[config.mk]
export PLATFORM = sky130hd
export DESIGN_NAME = software_timer_bank_core
export DESIGN_NICKNAME = d
export VERILOG_FILES = /design/src/hdl/swtb_pkg.sv /design/src/hdl/swtb_slot_mem.sv /design/src/hdl/software_timer_bank_core.sv
export SDC_FILE = /design/constraint.sdc
export NUM_CORES = 2
export LEC_CHECK = 0
export ABC_AREA = 1
export ABC_CLOCK_PERIOD_IN_PS = 7940
export BUFFER_PORTS_ARGS = -buffer_cell sky130_fd_sc_hd__buf_2
export CAP_MARGIN = 10
export CORE_MARGIN = 10
export CORE_UTILIZATION = 58
export DETAILED_ROUTE_END_ITERATION = 10
export HOLD_SLACK_MARGIN = 0.12
export MAX_ROUTING_LAYER = met4
export PLACE_DENSITY_LB_ADDON = 0.3
export SETUP_SLACK_MARGIN = 0.2
export SLEW_MARGIN = 10
export SYNTH_ARGS = -nofsm -noshare
export SYNTH_HDL_FRONTEND = slang
export SYNTH_SLANG_ARGS = --single-unit
export TNS_END_PERCENT = 1
[constraint.sdc]
create_clock -name clk_i -period 7.94 [get_ports clk_i]
set_input_delay 1.588 -clock clk_i [delete_from_list [all_inputs] [get_ports clk_i]]
set_output_delay 1.588 -clock clk_i [all_outputs]
set_load 0.1 [all_outputs]
[src/hdl/swtb_pkg.sv]
// Shared types and constants for the software timer bank.
package swtb_pkg;

  localparam int NUM_SLOTS = 16;
  localparam int CNT_W     = 32;
  localparam int SLOT_W    = $clog2(NUM_SLOTS);
  localparam int STEP_W    = 8;
  localparam int REQ_W     = 3;
  localparam int STAT_W    = 2;

  typedef enum logic [REQ_W-1:0] {
    REQ_TICK     = 3'd0,
    REQ_START    = 3'd1,
    REQ_RESTART  = 3'd2,
    REQ_SET_TIME = 3'd3,
    REQ_STOP     = 3'd4,
    REQ_RELEASE  = 3'd5,
    REQ_READ     = 3'd6,
    REQ_UNKNOWN  = 3'd7
  } req_e;

  typedef enum logic [STAT_W-1:0] {
    STAT_OK         = 2'd0,
    STAT_FULL       = 2'd1,
    STAT_NOT_IN_USE = 2'd2
  } stat_e;

  typedef enum logic [1:0] {
    S_IDLE,
    S_TICK,
    S_RD,
    S_EXEC
  } fsm_e;

  typedef struct packed {
    logic [REQ_W-1:0]  req_type;
    logic [3:0]        slot_index;
    logic [31:0]       period_in;
    logic [STEP_W-1:0] tick_step;
  } req_t;

  typedef struct packed {
    logic [STAT_W-1:0] status;
    logic [3:0]        slot_out;
    logic [31:0]       count_value;
    logic [31:0]       period_value;
    logic              done_value;
    logic [15:0]       expired_mask;
  } res_t;

  typedef struct packed {
    logic              cnt_we;
    logic              per_we;
    logic [SLOT_W-1:0] addr;
    logic [CNT_W-1:0]  cnt_data;
    logic [CNT_W-1:0]  per_data;
  } mem_wr_t;

endpackage

[src/hdl/swtb_slot_mem.sv]
// Count and period storage for all timer slots, one write and one registered read port.
module swtb_slot_mem (
  input  logic                          clk_i,
  input  swtb_pkg::mem_wr_t             wr_i,
  input  logic [swtb_pkg::SLOT_W-1:0]   rd_addr_i,
  output logic [swtb_pkg::CNT_W-1:0]    rd_cnt_o,
  output logic [swtb_pkg::CNT_W-1:0]    rd_per_o
);

  logic [swtb_pkg::CNT_W-1:0] cnt_mem [swtb_pkg::NUM_SLOTS];
  logic [swtb_pkg::CNT_W-1:0] per_mem [swtb_pkg::NUM_SLOTS];
  logic [swtb_pkg::CNT_W-1:0] rd_cnt_q;
  logic [swtb_pkg::CNT_W-1:0] rd_per_q;

  always_ff @(posedge clk_i) begin
    if (wr_i.cnt_we) begin
      cnt_mem[wr_i.addr] <= wr_i.cnt_data;
    end
    if (wr_i.per_we) begin
      per_mem[wr_i.addr] <= wr_i.per_data;
    end
  end

  always_ff @(posedge clk_i) begin
    rd_cnt_q <= cnt_mem[rd_addr_i];
    rd_per_q <= per_mem[rd_addr_i];
  end

  assign rd_cnt_o = rd_cnt_q;
  assign rd_per_o = rd_per_q;

endmodule

[src/hdl/software_timer_bank_core.sv]
// Top level of the software timer bank: request sequencer, tick datapath and slot flags.
//
// Usage: drive req_i and raise start; the transaction is taken at a rising edge
// where start is high and busy is low. busy stays high until the result is out.
// Each transaction yields exactly one result on res_o, shown for one cycle with
// res_valid_o high. The receiver cannot stall, so the result must be taken then.
// Sequencing:
//   tick: the slot memory is walked one slot per cycle through its single read
//   port, read, saturating add, then compare-subtract and write back; the result
//   strobes as the last slot is written back, and the next transaction can be
//   taken at the edge that ends the strobe.
//   all other requests: memory read, then update; the result strobes with the
//   update, and the next request can be taken at the edge that ends the strobe.
// A new transaction may be accepted in the cycle the previous result is shown.
// Reset clears the used marks, done flags and sequencer; counts and periods
// are written when a slot is claimed and need no reset.
module software_timer_bank_core (
  input  logic           clk_i,
  input  logic           rst_ni,
  input  logic           start,
  input  swtb_pkg::req_t req_i,
  output logic           busy,
  output logic           res_valid_o,
  output swtb_pkg::res_t res_o
);

  localparam int NS = swtb_pkg::NUM_SLOTS;
  localparam int CW = swtb_pkg::CNT_W;
  localparam int SW = swtb_pkg::SLOT_W;
  localparam logic [SW-1:0] LAST_SLOT = SW'(NS - 1);

  swtb_pkg::fsm_e state_q, state_d;
  swtb_pkg::req_t req_q, req_d;
  swtb_pkg::res_t res_q, res_d;
  logic           res_valid_q, res_valid_d;
  logic [NS-1:0]  used_q, used_d;
  logic [NS-1:0]  done_q, done_d;
  logic [15:0]    mask_q, mask_d;

  logic [SW-1:0]  ptr_q, ptr_d;
  logic           issue_q, issue_d;
  logic           s1_vld_q, s1_vld_d;
  logic [SW-1:0]  s1_slot_q, s1_slot_d;
  logic           s2_vld_q, s2_vld_d;
  logic [SW-1:0]  s2_slot_q, s2_slot_d;
  logic [CW-1:0]  sum_q, sum_d;
  logic [CW-1:0]  per2_q, per2_d;

  swtb_pkg::mem_wr_t mem_wr;
  logic [SW-1:0]     rd_addr;
  logic [CW-1:0]     rd_cnt;
  logic [CW-1:0]     rd_per;

  logic [CW:0]    sum_ext;
  logic [CW:0]    diff_ext;
  logic           expire;
  logic           active;
  logic [SW-1:0]  free_idx;
  logic           free_found;
  logic [SW-1:0]  idx;

  swtb_slot_mem u_mem (
    .clk_i     (clk_i),
    .wr_i      (mem_wr),
    .rd_addr_i (rd_addr),
    .rd_cnt_o  (rd_cnt),
    .rd_per_o  (rd_per)
  );

  assign idx      = req_q.slot_index[SW-1:0];
  assign rd_addr  = (state_q == swtb_pkg::S_TICK) ? ptr_q : idx;
  assign sum_ext  = (CW+1)'(rd_cnt) + (CW+1)'(req_q.tick_step);
  assign diff_ext = {1'b0, sum_q} - {1'b0, per2_q};
  assign expire   = ~diff_ext[CW];
  assign active   = used_q[s2_slot_q] & ~done_q[s2_slot_q];

  always_comb begin
    free_idx   = '0;
    free_found = 1'b0;
    for (int i = NS - 1; i >= 0; i--) begin
      if (!used_q[i]) begin
        free_idx   = SW'(i);
        free_found = 1'b1;
      end
    end
  end

  always_comb begin
    state_d     = state_q;
    req_d       = req_q;
    res_d       = res_q;
    res_valid_d = 1'b0;
    used_d      = used_q;
    done_d      = done_q;
    mask_d      = mask_q;
    ptr_d       = ptr_q;
    issue_d     = issue_q;
    s1_vld_d    = 1'b0;
    s1_slot_d   = ptr_q;
    s2_vld_d    = s1_vld_q;
    s2_slot_d   = s1_slot_q;
    sum_d       = sum_ext[CW] ? '1 : sum_ext[CW-1:0];
    per2_d      = rd_per;
    mem_wr      = '0;

    unique case (state_q)
      swtb_pkg::S_IDLE: begin
        if (start) begin
          req_d = req_i;
          if (req_i.req_type == swtb_pkg::REQ_TICK) begin
            state_d = swtb_pkg::S_TICK;
            ptr_d   = '0;
            issue_d = 1'b1;
            mask_d  = '0;
          end else begin
            state_d = swtb_pkg::S_RD;
          end
        end
      end

      swtb_pkg::S_TICK: begin
        s1_vld_d = issue_q;
        if (issue_q) begin
          ptr_d = ptr_q + 1'b1;
          if (ptr_q == LAST_SLOT) begin
            issue_d = 1'b0;
          end
        end
        if (s2_vld_q) begin
          if (active) begin
            mem_wr.cnt_we = 1'b1;
            mem_wr.addr   = s2_slot_q;
            mem_wr.cnt_data = expire ? diff_ext[CW-1:0] : sum_q;
            if (expire) begin
              done_d[s2_slot_q] = 1'b1;
              mask_d[s2_slot_q] = 1'b1;
            end
          end
          if (s2_slot_q == LAST_SLOT) begin
            res_d              = '0;
            res_d.status       = swtb_pkg::STAT_OK;
            res_d.expired_mask = mask_d;
            res_valid_d        = 1'b1;
            state_d            = swtb_pkg::S_IDLE;
          end
        end
      end

      swtb_pkg::S_RD: begin
        state_d = swtb_pkg::S_EXEC;
      end

      swtb_pkg::S_EXEC: begin
        res_d       = '0;
        res_valid_d = 1'b1;
        state_d     = swtb_pkg::S_IDLE;
        if (req_q.req_type == swtb_pkg::REQ_START) begin
          if (free_found) begin
            used_d[free_idx] = 1'b1;
            done_d[free_idx] = 1'b0;
            mem_wr.cnt_we    = 1'b1;
            mem_wr.per_we    = 1'b1;
            mem_wr.addr      = free_idx;
            mem_wr.cnt_data  = '0;
            mem_wr.per_data  = CW'(req_q.period_in);
            res_d.status       = swtb_pkg::STAT_OK;
            res_d.slot_out     = 4'(free_idx);
            res_d.period_value = 32'(mem_wr.per_data);
          end else begin
            res_d.status = swtb_pkg::STAT_FULL;
          end
        end else if (req_q.req_type == swtb_pkg::REQ_TICK ||
                     req_q.req_type == swtb_pkg::REQ_UNKNOWN) begin
          res_d.status = swtb_pkg::STAT_OK;
        end else if (!used_q[idx]) begin
          res_d.status   = swtb_pkg::STAT_NOT_IN_USE;
          res_d.slot_out = req_q.slot_index;
        end else begin
          res_d.status       = swtb_pkg::STAT_OK;
          res_d.slot_out     = req_q.slot_index;
          res_d.count_value  = 32'(rd_cnt);
          res_d.period_value = 32'(rd_per);
          res_d.done_value   = done_q[idx];
          mem_wr.addr        = idx;
          unique case (req_q.req_type)
            swtb_pkg::REQ_RESTART: begin
              mem_wr.cnt_we     = 1'b1;
              done_d[idx]       = 1'b0;
              res_d.count_value = '0;
              res_d.done_value  = 1'b0;
            end
            swtb_pkg::REQ_SET_TIME: begin
              mem_wr.cnt_we      = 1'b1;
              mem_wr.per_we      = 1'b1;
              mem_wr.per_data    = CW'(req_q.period_in);
              done_d[idx]        = 1'b0;
              res_d.count_value  = '0;
              res_d.period_value = 32'(mem_wr.per_data);
              res_d.done_value   = 1'b0;
            end
            swtb_pkg::REQ_STOP: begin
              done_d[idx]      = 1'b1;
              res_d.done_value = 1'b1;
            end
            swtb_pkg::REQ_RELEASE: begin
              used_d[idx]      = 1'b0;
              done_d[idx]      = 1'b0;
              res_d.done_value = 1'b0;
            end
            default: begin
            end
          endcase
        end
      end

      default: begin
        state_d = swtb_pkg::S_IDLE;
      end
    endcase
  end

  always_ff @(posedge clk_i or negedge rst_ni) begin
    if (!rst_ni) begin
      state_q     <= swtb_pkg::S_IDLE;
      res_valid_q <= 1'b0;
      used_q      <= '0;
      done_q      <= '0;
      issue_q     <= 1'b0;
      s1_vld_q    <= 1'b0;
      s2_vld_q    <= 1'b0;
    end else begin
      state_q     <= state_d;
      res_valid_q <= res_valid_d;
      used_q      <= used_d;
      done_q      <= done_d;
      issue_q     <= issue_d;
      s1_vld_q    <= s1_vld_d;
      s2_vld_q    <= s2_vld_d;
    end
  end

  always_ff @(posedge clk_i) begin
    req_q     <= req_d;
    res_q     <= res_d;
    mask_q    <= mask_d;
    ptr_q     <= ptr_d;
    s1_slot_q <= s1_slot_d;
    s2_slot_q <= s2_slot_d;
    sum_q     <= sum_d;
    per2_q    <= per2_d;
  end

  assign busy        = (state_q != swtb_pkg::S_IDLE);
  assign res_valid_o = res_valid_q;
  assign res_o       = res_q;

  a_full_means_all_used: assert property (@(posedge clk_i) disable iff (!rst_ni)
    res_valid_q && res_q.status == swtb_pkg::STAT_FULL |-> &used_q)
    else $error("table full reported while a slot is free");

  a_expired_are_done: assert property (@(posedge clk_i) disable iff (!rst_ni)
    res_valid_q |-> (res_q.expired_mask & ~done_q) == '0)
    else $error("expired slot not marked done");

  a_single_result: assert property (@(posedge clk_i) disable iff (!rst_ni)
    res_valid_q |=> !res_valid_q)
    else $error("more than one result strobe per transaction");

  a_accept_busy: assert property (@(posedge clk_i) disable iff (!rst_ni)
    start && !busy |=> busy && !res_valid_q)
    else $error("accepted transaction did not raise busy");

endmodule
=== After elaboration in Yosys (flattened, before gate mapping) ===
Memory sizes are Yosys's and may differ from the RTL's. A register that Yosys moved wholly into a read port is not among the register bits.
Cells that the tools add are included.

* Memory bits (writable): 1024
* Output and inout bits: 89
* Register bits after elaboration: 264
* Bits of input ports: 50
* Word-level logic and storage cells: 217
* Memories: 2

{| class="wikitable"
|+ Memories
! memory !! words !! width !! rd ports !! clocked after Yosys merged registers in !! write ports !! RTL line !! source
|-
| u_mem.cnt_mem || 16 || 32 || 1 || 1 || 1 || swtb_slot_mem.sv:10 || <nowiki>logic [swtb_pkg::CNT_W-1:0] cnt_mem [swtb_pkg::NUM_SLOTS];</nowiki>
|-
| u_mem.per_mem || 16 || 32 || 1 || 1 || 1 || swtb_slot_mem.sv:11 || <nowiki>logic [swtb_pkg::CNT_W-1:0] per_mem [swtb_pkg::NUM_SLOTS];</nowiki>
|}

* Muxes and demuxes: 126
* $lt $le $gt $ge: 6
* Equal/unequal tests: 24
* Bitwise gates (word level): 11
* Reduce and logical (&&, ||, !) cells: 22
* Add/subtract/negate cells: 3

{| class="wikitable"
|+ Operators by type and width
! operator !! count
|-
| 32-bit two-way mux || 12
|-
| 16-bit two-way mux || 17
|-
| 87-bit two-way mux || 2
|-
| 87-bit case mux with 2 select lines || 1
|-
| 16-bit case mux with 2 select lines || 3
|-
| 4-bit two-way mux || 21
|-
| 36-bit two-way mux || 2
|-
| 36-bit case mux with 2 select lines || 1
|-
| 70-bit two-way mux || 1
|-
| 69-bit two-way mux || 1
|-
| 65-bit two-way mux || 1
|-
| 16-bit bitwise OR || 4
|-
| 16-bit AND || 3
|-
| 1-bit two-way mux || 41
|-
| 32-bit by 8-bit adder with 33-bit output || 1
|-
| 32-bit by 32-bit subtractor with 33-bit output || 1
|-
| 16-bit NOT || 2
|-
| 6-bit two-way mux || 5
|-
| 1-bit binary-select mux with 4-bit select || 4
|-
| 2-bit inequality test (second input constant) || 8
|-
| 4-bit by 5-bit < comparator with 1-bit output (second input constant) || 3
|-
| 1-bit demux with 4-bit select || 3
|-
| 4-bit by 1-bit greater-or-equal comparator with 1-bit output (second input constant) || 3
|-
| 2-bit two-way mux || 5
|-
| 27 further kinds || 47
|}

=== Longest topological paths before layout ===
* Word-level depth: 25
* Mapped depth: 21
* Depth with buffers taken out: 21

=== Cells and area by module ===
Synthesis repeated with hierarchy kept, for this count alone.

* Cell total of the unflattened synthesis: 5917
* Area, all modules: 59442.0 um^2

{| class="wikitable"
|+ By module, submodules not included
! module !! seq. area each (um^2) !! area each (um^2) !! times used !! cells an instance
|-
| swtb_slot_mem || 32030.7 || 45384.8 || 1 || 4244
|-
| software_timer_bank_core || 7016.7 || 14057.2 || 1 || 1673
|}

=== Least setup slack after synthesis ===
No wires, ideal clock.

* Path kind: input to register
* Start point: in start
* End point: reg res_q (netlist bit res_o[0]), enable pin
* Required time: 7.406 ns
* Buffers on the path: 0
* Stages: 2
* Arrival time: 5.392 ns
* Slack: 2.014 ns
* Library setup time: 0.534 ns
* Cells stage by stage: o21ai_0 -> nor2_1

{| class="wikitable"
|+ RTL lines
! item !! RTL line !! source
|-
| start, declared || software_timer_bank_core.sv:20 || <nowiki>input logic start,</nowiki>
|-
| end signal, assigned || software_timer_bank_core.sv:244 || <nowiki>res_q <= res_d;</nowiki>
|-
| end, declared || software_timer_bank_core.sv:34 || <nowiki>swtb_pkg::res_t res_q, res_d;</nowiki>
|}

=== Final worst setup path ===
* Start point: reg req_q (netlist bit idx[0])
* End point: mem u_mem.per_mem[2][8] (netlist bit), enable pin

* Longest elaborated chain between the ends: 8
* Elaborated cells on any way between the ends: 9
* Classes of those cells: 9 x mux

{| class="wikitable"
|+ Ends and longest elaborated chain
! item !! RTL line !! source
|-
| start, declared || software_timer_bank_core.sv:33 || <nowiki>swtb_pkg::req_t req_q, req_d;</nowiki>
|-
| start signal, assigned || software_timer_bank_core.sv:243 || <nowiki>req_q <= req_d;</nowiki>
|-
| 1-bit binary-select mux with 4-bit select || software_timer_bank_core.sv:175 || <nowiki>end else if (!used_q[idx]) begin</nowiki>
|-
| 1-bit two-way mux (implied by the code) || software_timer_bank_core.sv:175 ||
|-
| 6-bit two-way mux * || software_timer_bank_core.sv:175 ||
|-
| 6-bit two-way mux * || software_timer_bank_core.sv:172 || <nowiki>end else if (req_q.req_type == swtb_pkg::REQ_TICK ||</nowiki>
|-
| 6-bit two-way mux * || software_timer_bank_core.sv:157 || <nowiki>if (req_q.req_type == swtb_pkg::REQ_START) begin</nowiki>
|-
| 1-bit two-way mux || software_timer_bank_core.sv:106 || <nowiki>unique case (state_q)</nowiki>
|-
| 1-bit two-way mux || swtb_slot_mem.sv:19 || <nowiki>if (wr_i.per_we) begin</nowiki>
|-
| 1-bit two-way mux (implied by the code) || swtb_slot_mem.sv:20 || <nowiki>per_mem[wr_i.addr] <= wr_i.per_data;</nowiki>
|-
| end, declared || swtb_slot_mem.sv:11 ||
|}

Mark *: on every way between the ends. The rest lies on a longest branch, timed or not. The select of a mux whose other input is x is not followed.

==> impl_metrics.csv <==
group,metric,value,unit
run_status,outcome,"complete, no violations",
die,die_x,328.0,um
routing,wire_per_inst,23.62,um
timing,rsz0062_at_grt,"false",
logic_synthesis,syn-cell-area,0.05503,mm^2
routing,viasPerCell,6.137,
logic_synthesis,synth.avg_cell_area,11.89,um^2
logic_synthesis,mappedNetlistNets,4721,
final_layout,syn_to_final_growth,11.76,%
placement,dp_worst_setup_slack,3.623,ns
pwr,p_leak,22.82,nW
timing,worst_pin_slew,1.195,ns
routing,drt-initial-drc-count,5043,
final_layout,regArea,0.03905,mm^2
setup_path,worstSetupPathType,"flop to flop",
clocking,post_cts_resized,0,
logic_synthesis,async_reset_ff_frac,0.02811,
placement,dp.cells,5820,
setup_path,worst_path_largest_cell_delay,0.59,ns
die,io_pins,139,
timing,fin_crit,4.459,ns
clocking,cts-root-buf,"clkbuf_16",
die,core_area,0.09375,mm^2
final_layout,nets,4801,
clocking,holdBufCountCts,0,
die,initial_core_util,0.5870,
setup_path,cpMaxStageDelayCell,"nor2_4",
setup_path,critPathArrivalTime,4.84,ns
run,maxCapViolCount,0,
placement,routabilityCongestion,0.9349,
final_layout,multi_input_area,0.01432,mm^2
timing,final-max-slew-violation-count,0,
logic_synthesis,ys_types,51,
global_route,grt_pass1_vias,35216,
timing,hold_slack,0.3265,ns
placement,portBuffers,138,
routing,ant_nets,0,
pwr,p_seq_frac,0.368,
global_route,antenna_found_initial,1,
timing,fmax,0.2243,GHz
routing,via_count,37312,
global_route,busiest_layer,"met2",
clocking,cts_made_buffers,137,
routing,drc,0,
timing,skew,0.04112,ns
clocking,clk_pin_slew,0.07,ns
setup_path,cp_max_fo,52,
final_layout,finalNonFillerCells,6080,
setup_path,cpLargestDelayFamily,"buffers and inverters",
routing,routed_wl,143.6,mm
logic_synthesis,yosysSeqAreaShare,0.7095,
timing,hold_viol,0,
clocking,tritoncts,"done",
global_route,use_met3,0.04440,
placement,place_hpwl,79.77,mm
clocking,clk_latency,0.76,ns
logic_synthesis,synth_edf_count,1178,
logic_synthesis,ys.warnings.count,0,
logic_synthesis,synthFlopType,"edfxtp_1",
logic_synthesis,ys_ff_latch,1352,
clocking,htreeDepth,4,
die,num_rows,112,
timing,final.setup.worst_slack,3.481,ns
final_layout,layout-drive-gt1-share,0.1068,
die,die_area,0.1076,mm^2
die,die_h,328.0,um
setup_path,startpoint_type,"flop",
pwr,p_sw,0.01006,W
timing,finalSetupTns,0,ns
pwr,powerDensity,401.3,mW/mm^2
clocking,cts_buffer_depth,3,
worst_hold_path,hp-class,"flop to flop",
clocking,post_cts_buffers,0,
pwr,p_clk_frac,0.257,
pwr,p_int,0.01462,W
clocking,clock-sinks,1352,
pwr,combPwrFrac,0.376,
timing,fin_crit_sh,0.5616,
pwr,ir_drop,462.4,uV
setup_path,crit_required,8.32,ns
timing,relSlewSlack,0.2033,
pwr,swShare,0.4077,
global_route,grt_usage,0.2682,
setup_path,path_buf_inv,6,
final_layout,fill_cells,6735,
global_route,grt_util_met1,0.3653,
setup_path,path_cells,"inv_1, nor2_1, inv_1, o22ai_1, o21ai_0, nand2_1, nor2_4, inv_1, nor2_4, buf_4, a21oi_4, buf_4, nor2_4, buf_4",
global_route,grt_pass1_wl,213.7,mm
timing,finalSetupViolCount,0,
global_route,grt_max_degree,247,
global_route,grt-ovfl-total,0,
logic_synthesis,syn_inst,4628,
setup_path,crit_path_end_kind,"flop",
routing,first_pass_iters,8,
global_route,grt_use_met2,0.4128,
cell usage after synthesis, types with 60 or more instances:
cell	n	area [um^2]
dfxtp_1	136	2723
a21oi_1	80	400.4
clkbuf_1	172	645.6
nor3_1	60	300.3
nand3_1	96	480.5
o21ai_0	608	3043
buf_2	60	300.3
o211ai_1	118	885.9
nor2_1	1067	4005
edfxtp_1	1178	35370
o32ai_1	82	718.2
o21ai_1	81	405.4
inv_1	228	855.8
nand2_1	266	998.5
state kept, by name, summed over array words and instances (netlist names), named ones only:
| register | count |
|---|---|
| s1_vld_q | 1 |
| u_mem.cnt_mem | 512 |
| issue_q | 1 |
| s2_slot_q | 4 |
| u_mem.per_mem | 512 |
| s1_slot_q | 4 |
| per2_q | 32 |
| idx | 4 |
| used_q | 16 |
| u_mem.rd_per_o | 32 |
| sum_q | 32 |
| s2_vld_q | 1 |
| req_q | 43 |
| state_q | 2 |
| u_mem.rd_cnt_o | 32 |
| ptr_q | 4 |
| mask_q | 16 |
| res_valid_o | 1 |
| res_o | 87 |
placed cells by master, fill, tap and decap left out, types with 96 or more instances in the layout:
master,synthesis,layout
buf_2,60,138
o211ai_1,118,118
nand2_1,266,264
inv_1,228,228
clkbuf_16,0,143
edfxtp_1,1178,1178
o21ai_0,608,607
nand3_1,96,96
nor2_1,1067,1033
dfxtp_1,136,136
path summary, 6_finish.rpt:
| kind | start | to | slack [ns] | depth (start not counted) |
|---|---|---|---|---|
| max | idx[0] | u_mem.per_mem[2][8] | 3.48 | 14 |
| min | s1_slot_q[2] | s2_slot_q[2] | 0.33 | 0 |
| max reg2reg | idx[0] | u_mem.per_mem[2][8] | 3.48 | 14 |
| min reg2reg | s1_slot_q[2] | s2_slot_q[2] | 0.33 | 0 |
| max in group asynchronous | rst_ni | async pin | 6.38 | 1 |
| min in group asynchronous | rst_ni | used_q[5] | 0.96 | 1 |
power by group through the flow:
| stage | clock network, W | registers [W] | logic (W) |
|---|---|---|---|
| after floorplan | 0 | 0.0101 | 0.00572 |
| after global placement | 0 | 0.00920 | 0.00895 |
| after detailed placement | 0 | 0.00920 | 0.00909 |
| after CTS | 0.00640 | 0.00906 | 0.00916 |
| after global routing | 0.00668 | 0.00911 | 0.0102 |
| final | 0.00634 | 0.00908 | 0.00927 |
cell type report:
type | count | share of cell area
Antenna cell | 3 | 0.0001221
Tap cell | 1254 | 0.02551
Inverter | 238 | 0.01471
Clock buffer | 196 | 0.06418
Clock inverter | 58 | 0.008300
Timing Repair Buffer | 200 | 0.01961
Multi-Input combinational cell | 2779 | 0.2327
Sequential cell | 1352 | 0.6348
layer usage:
metal	share of wire	vias to the layer above
met5	0	-
met4	0.027	0
met3	0.097	300
met2	0.47	2009
met1	0.41	18160
li1	-	16843
through the flow:
step           power, W    util  area, um^2
6_report        0.02468  0.6561       61510
5_1_grt         0.02595  0.6560       61500
4_1_cts         0.02462  0.6557       61470
3_5_place_dp    0.01829  0.6081       57010
3_3_place_gp    0.01815  0.6081       57010
2_1_floorplan   0.01580       -       55030
kinds of logic after synthesis:
family          synth area share
compound gates            0.1232
buf+inv                  0.03594
fa+ha+maj                0.01005
simple gates              0.1147
flops                     0.7095
xor+xnor                0.006525
(Power assumes the default switching activity.)
